==> src/rtl/assert_macros.svh <==
// Assertion macros included by binomial_mod_m.sv.
`ifndef ASSERT_MACROS_SVH
`define ASSERT_MACROS_SVH

// Same-cycle implication, disabled during reset.
`define ASSERT_IMPLIES(label, clk, rst_n, ante, cons) \
	label: assert property (@(posedge clk) disable iff (!(rst_n)) (ante) |-> (cons)) \
		else $error("assertion failed");

// Next-cycle implication, disabled during reset.
`define ASSERT_NEXT(label, clk, rst_n, ante, cons) \
	label: assert property (@(posedge clk) disable iff (!(rst_n)) (ante) |=> (cons)) \
		else $error("assertion failed");

`endif

==> src/rtl/bmm_pkg.sv <==
// Types shared by the binomial-mod-m block.
package bmm_pkg;

	typedef struct packed {
		logic [15:0] n_value;
		logic [15:0] r_value;
		logic [31:0] modulus;
	} bmm_in_t;

	typedef struct packed {
		logic [31:0] residue;
		logic        error;
	} bmm_out_t;

	// Status of an iterative arithmetic unit.
	typedef struct packed {
		logic busy;
		logic done;
	} unit_stat_t;

endpackage

==> src/rtl/bmm_div16.sv <==
// Restoring 16-bit divider, one quotient bit per cycle.
module bmm_div16 (
	input  logic                clk,
	input  logic                arst_n,
	input  logic                start,
	input  logic [15:0]         dividend,
	input  logic [15:0]         divisor,
	output logic [15:0]         quotient,
	output bmm_pkg::unit_stat_t stat
);
	import bmm_pkg::*;

	logic [15:0] quo_q;
	logic [15:0] rem_q;
	logic [15:0] dvs_q;
	logic [4:0]  cnt_q;
	logic        done_q;
	logic [16:0] sh;
	logic        ge;

	assign sh = {rem_q, quo_q[15]};
	assign ge = (sh >= {1'b0, dvs_q});

	always_ff @(posedge clk) begin
		if (start) begin
			quo_q <= dividend;
			rem_q <= '0;
			dvs_q <= divisor;
		end else if (cnt_q != '0) begin
			rem_q <= ge ? 16'(sh - {1'b0, dvs_q}) : sh[15:0];
			quo_q <= {quo_q[14:0], ge};
		end
	end

	always_ff @(posedge clk or negedge arst_n) begin
		if (!arst_n) begin
			cnt_q  <= '0;
			done_q <= 1'b0;
		end else begin
			done_q <= (cnt_q == 5'd1);
			if (start)
				cnt_q <= 5'd16;
			else if (cnt_q != '0)
				cnt_q <= cnt_q - 1'b1;
		end
	end

	assign quotient  = quo_q;
	assign stat.busy = (cnt_q != '0);
	assign stat.done = done_q;
endmodule

==> config.mk <==
export PLATFORM = sky130hd
export DESIGN_NAME = bmm_div16
export DESIGN_NICKNAME = d
export VERILOG_FILES = /design/src/rtl/assert_macros.svh /design/src/rtl/bmm_pkg.sv /design/src/rtl/bmm_div16.sv
export SDC_FILE = /design/constraint.sdc
export NUM_CORES = 1
export LEC_CHECK = 0
export ABC_AREA = 1
export BUFFER_PORTS_ARGS = -buffer_cell sky130_fd_sc_hd__buf_2
export CAP_MARGIN = 20
export CORE_ASPECT_RATIO = 1.75
export CORE_MARGIN = 2
export CORE_UTILIZATION = 56
export CTS_CLUSTER_DIAMETER = 200
export DETAILED_ROUTE_END_ITERATION = 10
export GPL_TIMING_DRIVEN = 0
export PLACE_DENSITY = 0.85
export SLEW_MARGIN = 20
export SYNTH_ARGS = -nofsm -noshare
export SYNTH_HDL_FRONTEND = slang
export SYNTH_SLANG_ARGS = --single-unit
==> constraint.sdc <==
create_clock -name clk -period 2.6 [get_ports clk]
set_clock_uncertainty 0.1 [all_clocks]
set_input_delay 0.13 -clock clk [delete_from_list [all_inputs] [get_ports clk]]
set_output_delay 0.13 -clock clk [all_outputs]
set_load 0.01 [all_outputs]
==> results.cfg <==
[run_status]
status = completed

[routing]
vias = 3165
drt_iter0_markers = 192
wirelength_mm = 8.940
remaining_drc_errors = 0
viasPerCell = 5.155
drtAntennaViolNets = 0
drt_first_pass_iters = 4
routedWlPerCell_um = 14.56

[layout]
final_util_pct = 70.91
area_growth_syn_to_layout_pct = 22.59
layout_common_cells = 163 x nand2_1, 73 x inv_1, 54 x buf_2
drive_gt1_share_pct = 17.72
layout_commonest_cell = nand2_1
num_antenna_cells = 0
fin_nets = 590

[sta]
fin_crit_sh_pct = 89.14
finalSetupTns_ns = 0
finalHoldViolations = 0
fin_ws_ns = 0.2825
fmax_ghz = 0.4315
setup_viol = 0
holdWs_ns = 0.07366
drv_slew = 0
worst_pin_slew_ns = 0.5042
relSlewSlack_pct = 66.35
rsz0062_at_grt = false
fin_crit_ns = 2.318

[critical_path]
critPathKind = reg2reg
rrSetupSlack_ns = 0.28
cp_max_fo = 4
required_ns = 2.72
worst_setup_path_start_kind = flip-flop
r2r-end = rem_q[14]$_SDFFE_PP0P_
r2r-start = quotient[15]$_DFFE_PP_
reg2reg_depth = 13
crit_arrival_ns = 2.44
endpoint_kind = flip-flop

[synthesis]
seq_area_frac_synth_pct = 42.09
avgSynthCellArea_um2 = 7.659
synth.distinct_cells = 37
synth-async-reset-ratio_pct = 11.11
yosys.area.top_type = edfxtp_1
yosys_warnings = 0
syn_area_um2 = 3401
syn_nets = 499
synth_top_cell_area_share_pct = 28.26
netlist_top_cells_area = edfxtp_1 28%, nand2_1 18%, dfxtp_1 9.4%
synth_seq_cells = 54
netlist_instances = 444
synth_edf_count = 32
synth_ff_type = edfxtp_1

[floorplanning]
die_area_um2 = 6737
fp.coreArea_um2 = 5879
die_w_um = 62.91
ios = 53
initial_core_util_pct = 57.84
fp-row-count = 37
die_h_um = 107.1

[worst_hold_path]
whs_path_depth = 3
holdPathEnd = quotient[0]$_DFFE_PP_
hold_start = dividend[0]
holdCritPathClass = in2reg

[cts]
cts_max_path_buffers = 2
h-tree-depth = 2
worstSkewPairLatency_ns = 0.32
post_cts_resized = 0
cts_root_buf = clkbuf_8
cts.sinks = 54
cts_tree = built
cts_setup_buffers = 0
clkTransAtPathRegs_ns = 0.10
numCtsBuffers = 5

[global_route]
overflow = 0
track_usage_pct = 28.85
antenna_found_initial = 0
grt_max_degree = 26
grt_pass1_vias = 3246
grt_pass1_wl_mm = 14.95

[placement]
dp_hpwl_mm = 6.200
pre_cts_ws_ns = 0.3405
gp_routability_congestion = 0.9571
port_buffers = 52

[power]
power_leakage_nw = 2.214
power_mw = 3.559
ir_drop_v = 0.0006146
p_per_area_nw_per_um2 = 853.6

[run]
drv_cap = 0
-- layout make-up --
class / count / area, µm²
plain buffers: 9 / 66.31
clock buffers: 5 / 68.82
clock inverters: 3 / 21.27
fillers: 452 / 1710
inverters: 77 / 289.0
multi-input cells: 304 / 1614
flip-flops and latches: 54 / 1431
well taps: 78 / 97.59
repair buffers: 84 / 580.6
-- where the power goes --
part / total [mW] / switching [mW] / internal (mW)
Combinational: 1.83 / 1.14 / 0.691
Sequential: 1.26 / 0.132 / 1.13
Clock: 0.471 / 0.281 / 0.190
Total: 3.56 / 1.55 / 2.01
-- synthesized netlist by cell type (6+ instances only) --
library cell,instances
edfxtp_1,32
nor2_1,13
dfrtp_1,6
nand2_2,7
a21oi_1,11
ha_1,19
nand3_2,7
dfxtp_1,16
nand2_1,163
nand3b_1,6
o21ai_0,7
nand3_1,37
inv_1,73
-- registers in the layout, indices dropped and copies added (netlist names) --
signal	flops
dvs_q	16
quotient	16
rem_q	16
cnt_q	5
done_q	1
-- metrics by stage --
step | area (µm²) | cells
2_1_floorplan | 3401 | 444
3_3_place_gp | 3759 | 574
3_5_place_dp | 3759 | 574
4_1_cts | 4169 | 614
5_1_grt | 4169 | 614
6_report | 4169 | 614
-- worst max-delay path, cell delays in order, from the launching register on --
cell and delay, ns:
edfxtp_1 0.39, inv_1 0.08, ha_1 0.23, fa_1 0.40, inv_1 0.12, nand3_1 0.10, nand3_1 0.18, nand2_1 0.08
nand2_1 0.11, nand2_1 0.08, nand3_1 0.10, nand3_2 0.07, nand2_1 0.10, nand2_1 0.05
-- cells by family (layout without fill, tap and decap cells) --
logic type	Yosys count	in the layout	share of synthesized area (%)
compound gates	27	27	4.563
xor+xnor	7	7	1.803
fa+ha+maj	20	20	7.579
buf+inv	86	178	10.45
flops	54	54	42.09
simple gates	250	250	33.52
-- worst max-delay path by stage --
stage                      startpoint                endpoint  slack (ns)  cells past startpoint
2_1_floorplan  quotient[15]$_DFFE_PP_  rem_q[14]$_SDFFE_PP0P_        0.63                     13
3_3_place_gp   quotient[15]$_DFFE_PP_  rem_q[14]$_SDFFE_PP0P_        0.39                     13
3_5_place_dp   quotient[15]$_DFFE_PP_  rem_q[14]$_SDFFE_PP0P_        0.34                     13
4_1_cts        quotient[15]$_DFFE_PP_  rem_q[14]$_SDFFE_PP0P_        0.32                     13
5_1_grt        quotient[15]$_DFFE_PP_  rem_q[14]$_SDFFE_PP0P_        0.14                     13
6_report       quotient[15]$_DFFE_PP_  rem_q[14]$_SDFFE_PP0P_        0.28                     13
-- repair_timing --
item	4_1_cts	5_1_grt
endpoints found under the hold margin	37	0
hold buffers	32	0
setup endpoints to repair	0	0
-- per-layer routing --
| layer | vias to the layer above | GRT usage (%) | part of all wire [%] |
|---|---|---|---|
| met2 | 106 | 56.61 | 56 |
| li1 | 1584 | - | - |
| met5 | - | 0 | 0 |
| met3 | 15 | 4.302 | 4.4 |
| met1 | 1460 | 29.11 | 37 |
| met4 | 0 | 12.86 | 2.1 |
Power figures use the tool's default switching activity.
