File: src/rtl/assert_macros.svh
// Assertion macros included by binomial_mod_m.sv.
`ifndef ASSERT_MACROS_SVH
`define ASSERT_MACROS_SVH

// Same-cycle implication, disabled during reset.
`define ASSERT_IMPLIES(label, clk, rst_n, ante, cons) \
	label: assert property (@(posedge clk) disable iff (!(rst_n)) (ante) |-> (cons)) \
		else $error("assertion failed");

// Next-cycle implication, disabled during reset.
`define ASSERT_NEXT(label, clk, rst_n, ante, cons) \
	label: assert property (@(posedge clk) disable iff (!(rst_n)) (ante) |=> (cons)) \
		else $error("assertion failed");

`endif

File: src/rtl/bmm_pkg.sv
// Types shared by the binomial-mod-m block.
package bmm_pkg;

	typedef struct packed {
		logic [15:0] n_value;
		logic [15:0] r_value;
		logic [31:0] modulus;
	} bmm_in_t;

	typedef struct packed {
		logic [31:0] residue;
		logic        error;
	} bmm_out_t;

	// Status of an iterative arithmetic unit.
	typedef struct packed {
		logic busy;
		logic done;
	} unit_stat_t;

endpackage

File: src/rtl/bmm_mulmod.sv
// Modular multiplier: one 32x32 product, then a bit-serial remainder by m.
module bmm_mulmod (
	input  logic                clk,
	input  logic                arst_n,
	input  logic                start,
	input  logic [31:0]         a,
	input  logic [31:0]         b,
	input  logic [31:0]         m,
	output logic [31:0]         res,
	output bmm_pkg::unit_stat_t stat
);
	import bmm_pkg::*;

	logic [63:0] prod_q;
	logic [31:0] rem_q;
	logic [6:0]  cnt_q;
	logic        done_q;
	logic [32:0] sh;
	logic        ge;

	assign sh = {rem_q, prod_q[63]};
	assign ge = (sh >= {1'b0, m});

	always_ff @(posedge clk) begin
		if (start) begin
			prod_q <= a * b;
			rem_q  <= '0;
		end else if (cnt_q != '0) begin
			rem_q  <= ge ? 32'(sh - {1'b0, m}) : sh[31:0];
			prod_q <= {prod_q[62:0], 1'b0};
		end
	end

	always_ff @(posedge clk or negedge arst_n) begin
		if (!arst_n) begin
			cnt_q  <= '0;
			done_q <= 1'b0;
		end else begin
			done_q <= (cnt_q == 7'd1);
			if (start)
				cnt_q <= 7'd64;
			else if (cnt_q != '0)
				cnt_q <= cnt_q - 1'b1;
		end
	end

	assign res       = rem_q;
	assign stat.busy = (cnt_q != '0);
	assign stat.done = done_q;
endmodule

File: config.mk
export PLATFORM = sky130hd
export DESIGN_NAME = bmm_mulmod
export DESIGN_NICKNAME = d
export VERILOG_FILES = /design/src/rtl/assert_macros.svh /design/src/rtl/bmm_pkg.sv /design/src/rtl/bmm_mulmod.sv
export SDC_FILE = /design/constraint.sdc
export NUM_CORES = 2
export LEC_CHECK = 0
export ABC_AREA = 1
export ABC_CLOCK_PERIOD_IN_PS = 4200
export BUFFER_PORTS_ARGS = -buffer_cell sky130_fd_sc_hd__clkbuf_2
export CAP_MARGIN = 20
export CORE_UTILIZATION = 65
export DETAILED_ROUTE_END_ITERATION = 8
export GPL_TIMING_DRIVEN = 1
export PLACE_DENSITY = 0.91
export SETUP_SLACK_MARGIN = 0.02
export SLEW_MARGIN = 20
export SYNTH_ARGS = -nofsm -noshare
export SYNTH_HDL_FRONTEND = slang
export SYNTH_SLANG_ARGS = --single-unit
File: constraint.sdc
create_clock -name clk -period 4.2 [get_ports clk]
set_clock_uncertainty 0.2 [all_clocks]
set_input_delay 0.42 -clock clk [delete_from_list [all_inputs] [get_ports clk]]
set_output_delay 0.42 -clock clk [all_outputs]
set_load 0.005 [all_outputs]
==> flow_metrics.py, run 1 <==
metrics = {
    "floorplan": {
        "ios": 133,
        "row_count": 93,
        "start_util_pct": 66.23,
        "die-height_um": 259.0,
        "fp.dieW_um": 259.0,
    },
    "grt": {
        "grt_max_degree": 77,
        "overflow": 10,
        "globalRouteTotalUtil_pct": 62.58,
    },
    "outcome": {
        "run_status": "stopped before the end",
        "stop_stage": "global routing",
        "first-error": "[ERROR GRT-0232] Routing congestion too high. Check the congestion heatmap in the GUI.",
    },
    "yosys": {
        "ys_warn_count": 0,
        "ys_seq_area_share_pct": 6.435,
        "yosysTopAreaCellShare_pct": 41.83,
        "synth-seq-cells": 104,
        "synth.avg_cell_area_um2": 7.210,
        "synthTopCellsByArea": "fa_1, nand2_1, inv_1",
        "synthCells": 5954,
        "syn-num-nets": 7247,
        "synth.distinct_cells": 39,
        "syn-cell-area_um2": 42930,
        "synth_area_leader_cell": "fa_1",
    },
    "cts": {
        "root_buffer": "clkbuf_16",
        "cts.path.max_buffers": 2,
        "clock-sinks": 104,
        "cts_max_level": 3,
        "cts-buffers-inserted": 9,
    },
    "placement": {
        "port_buffers": 132,
        "dpl.hpwl_mm": 114.1,
        "dpl_cell_area_um2": 48720,
        "routabilityCongestion": 1.027,
    },
}
[layer usage]
| metal | GRT overflow | track usage, % |
|---|---|---|
| met5 | 0 | 35.19 |
| met1 | 0 | 62.81 |
| met4 | 2 | 54.60 |
| met2 | 7 | 79.20 |
| met3 | 1 | 48.90 |
[cell families after synthesis]
| kind of cell | count (synthesis) | synth area share [%] |
|---|---|---|
| AO/OA/AOI/OAI | 153 | 1.874 |
| XOR/XNOR | 45 | 0.9181 |
| adder cells (fa/ha/maj) | 1194 | 50.49 |
| buffers and inverters | 2096 | 18.46 |
| flip-flops | 104 | 6.435 |
| AND/OR/NAND/NOR | 2362 | 21.82 |
[synth_stat cells]
cell type     n
nand2_1    1933
inv_1      1870
fa_1        897
ha_1        297
clkbuf_1    207
nand3_1     174
nor2_1      165
a21oi_1      79
edfxtp_1     64
o21ai_0      46
xnor2_1      41
dfxtp_1      32
nand3b_1     26
nand4_1      21
o21ai_1      14
nor3_1       11
o21bai_1      9
dfrtp_1       8
buf_2         7
nand3_2       7
buf_6         5
nand2_2       5
nor4_1        5
and3_1        4
xor2_1        4
buf_4         3
nor2_2        3
or2_2         3
and2_1        2
clkinv_1      2
nand2_4       2
a21boi_0      1
a21oi_2       1
buf_1         1
inv_2         1
nor2_4        1
o21a_1        1
o21bai_2      1
o22ai_1       1
[through the flow]
stage          hold WS [ns]  instances  setup TNS (ns)  setup slack (ns)
2_1_floorplan      -0.07559       5954         -107.66            -2.164
3_3_place_gp        0.07356       7131         -149.21            -2.946
3_5_place_dp        0.07677       7131         -159.61            -3.091
4_1_cts              0.2291       7183         -126.55            -2.475
[repair_timing]
action | 4_1_cts
pin swaps | 103
hold buffers | 1
hold endpoints to repair | 8
cloned | 7
gates resized for setup | 262
setup buffers | 28
endpoints found under the setup margin | 58
==> run 2: changes to the inputs <==
--- a/config.mk
+++ b/config.mk
@@ -9,11 +9,10 @@
 export ABC_CLOCK_PERIOD_IN_PS = 4200
 export BUFFER_PORTS_ARGS = -buffer_cell sky130_fd_sc_hd__clkbuf_2
 export CAP_MARGIN = 20
-export CORE_UTILIZATION = 65
+export CORE_UTILIZATION = 40
 export DETAILED_ROUTE_END_ITERATION = 8
 export GPL_TIMING_DRIVEN = 1
-export PLACE_DENSITY = 0.91
-export SETUP_SLACK_MARGIN = 0.02
+export PLACE_DENSITY_LB_ADDON = 0.15
 export SLEW_MARGIN = 20
 export SYNTH_ARGS = -nofsm -noshare
 export SYNTH_HDL_FRONTEND = slang
==> flow_metrics.py, run 2 <==
metrics = {
    "grt": {
        "globalRouteTotalUtil_pct": 25.10,
        "overflow": 0,
        "grt_pass1_wl_mm": 212.8,
        "grt_max_degree": 68,
        "antenna_found_initial": 2,
        "grt_pass1_vias": 38440,
    },
    "critical_path": {
        "path_class": "input pin to register",
        "cp_data_required_time_ns": 4.13,
        "endpoint_kind": "register",
        "startpoint_type": "input pin",
        "cp.arrival_ns": 6.60,
        "crit_fanout": 5,
    },
    "sta": {
        "finalSetupViolations": 57,
        "fin_ws_ns": -2.469,
        "min_period_ns": 6.669,
        "finalSetupTns_ns": -125.38,
        "slew_violations": 0,
        "max_slew.worst_pin.slew_ns": 0.7151,
        "hold_ws_ns": 0.2407,
        "post-route-period-util_pct": 158.8,
        "grt_setup_unrepaired": "yes",
        "fmax_mhz": 149.9,
        "slew_headroom_pct": 51.83,
        "hold_viol": 0,
    },
    "placement": {
        "dpl.hpwl_mm": 110.5,
        "port_buffers": 132,
        "routabilityCongestion": 0.9383,
        "dpl_cell_area_um2": 49960,
    },
    "yosys": {
        "synth-seq-cells": 104,
        "synth.distinct_cells": 39,
        "synthArstFlopShare_pct": 7.692,
        "synth_edf_count": 64,
        "syn-num-nets": 7247,
        "ys_warn_count": 0,
        "synth.avg_cell_area_um2": 7.210,
        "yosysMostFrequentCell": "nand2_1",
        "synth_top_flop_cell": "edfxtp_1",
        "ys_seq_area_share_pct": 6.435,
        "synthTopCellsByArea": "fa_1, nand2_1, inv_1",
        "yosys-top-cells-count": "nand2_1, inv_1, fa_1",
        "synth_area_leader_cell": "fa_1",
        "synthCells": 5954,
        "yosysTopAreaCellShare_pct": 41.83,
        "syn-cell-area_um2": 42930,
    },
    "route": {
        "ant_nets": 0,
        "wirelength_mm": 140.9,
        "routedWlPerCell_um": 17.98,
        "drt_iter0_markers": 2774,
        "num_vias": 37540,
        "drc_errors": 0,
        "first_pass_iters": 6,
        "routed_via_density": 4.790,
    },
    "cells_and_area": {
        "drive_gt1_share_pct": 23.06,
        "design_area_um2": 55070,
        "areaGrowthSynthToFinish_pct": 28.28,
        "largest_reg_flops": 64,
        "layout_commonest_cell": "inv_1",
        "layout_common_cells": "inv_1, nand2_1, fa_1",
        "utilization_pct": 52.02,
        "final_net_count": 7733,
        "largest-register": "prod_q",
    },
    "floorplan": {
        "core-area_um2": 105900,
        "fp.dieW_um": 329.6,
        "ios": 133,
        "die-height_um": 329.6,
        "row_count": 119,
        "fp.dieArea_um2": 108600,
        "start_util_pct": 40.55,
    },
    "cts": {
        "clock-sinks": 104,
        "insertion_delay_ns": 0.37,
        "cts.path.max_buffers": 2,
        "cts_tree": "built",
        "cts-buffers-inserted": 9,
        "path_clk_slew_ns": 0.08,
        "cts_max_level": 3,
        "root_buffer": "clkbuf_16",
    },
    "outcome": {
        "violations": "setup timing",
        "run_status": "finished, violations left",
    },
    "hold_path": {
        "hold_class": "register to register",
    },
    "run": {
        "drv_cap": 0,
    },
}
## run 2: metal layers
layer,GRT usage [%],part of all wire (%)
met1,34.91,45
met2,43.70,48
met3,1.409,5.6
met4,4.096,2.1
met5,0,0
## run 2: worst max-delay path, cell delays in order
cell and delay [ns]:
clkbuf_16 0.15, buf_12 0.16, nand2_4 0.06, inv_2 0.03, fa_1 0.54, inv_2 0.04
fa_1 0.50, fa_2 0.48, fa_1 0.56, inv_2 0.04, fa_1 0.56, fa_1 0.47
fa_1 0.57, fa_1 0.48, ha_4 0.36, nand2_4 0.09, nor2_4 0.15, inv_2 0.07
nor2_4 0.14, inv_2 0.06, nor2_4 0.11, nand2_2 0.08, nand2_4 0.13, nand2_4 0.07
nand2_2 0.07, nand2_2 0.05, nand3_2 0.08, nand2_1 0.07
## run 2: per-stage QoR
step | setup slack, ns | cells
global route | -2.633 | 7836
finish | -2.469 | 7837
detailed placement | -2.969 | 7714
CTS | -2.419 | 7762
floorplan | -2.164 | 5954
global placement | -2.966 | 7714
## run 2: layout make-up
type | instances | area [µm²]
multi-input cells | 3754 | 35770
clock buffers | 9 | 225.2
well taps | 1391 | 1740
repair buffers | 698 | 7461
diodes | 1 | 2.502
fillers | 10120 | 50790
flip-flops and latches | 104 | 2763
inverters | 1873 | 7046
clock inverters | 7 | 62.56
## run 2: worst paths after layout
| path | slack [ns] | end | from | cells after the start |
|---|---|---|---|---|
| worst min register to register | 0.24 | done_q$_DFF_PN0_ | cnt_q[5]$_DFFE_PN0P_ | 1 |
| worst max-delay path | -2.47 | prod_q[45]$_DFFE_PP_ | a[20] | 28 |
| worst min-delay path | 0.24 | done_q$_DFF_PN0_ | cnt_q[5]$_DFFE_PN0P_ | 1 |
| min in group asynchronous | 0.25 | cnt_q[4]$_DFFE_PN0P_ | arst_n | 2 |
| max in group asynchronous | 3.37 | cnt_q[1]$_DFFE_PN0P_ | arst_n | 2 |
| worst max register to register | 1.10 | res[25]$_SDFFE_PP0P_ | res[17]$_SDFFE_PP0P_ | 10 |
## run 2: cells by family after synthesis
family	count (synthesis)	synth area share (%)
xor+xnor	45	0.9181
buf+inv	2096	18.46
flops	104	6.435
fa+ha+maj	1194	50.49
compound gates	153	1.874
simple gates	2362	21.82
## run 2: timing repair
item	CTS	global route
cloned	12	31
setup buffers	19	46
hold buffers	1	0
resized for setup	314	602
pin swaps	95	309
hold endpoints to repair	8	0
endpoints found under the setup margin	59	58
Power of run 2 is left out: the tool's default activity adds up to more than one toggle a clock period on the data nets, which glitch-free logic cannot reach.
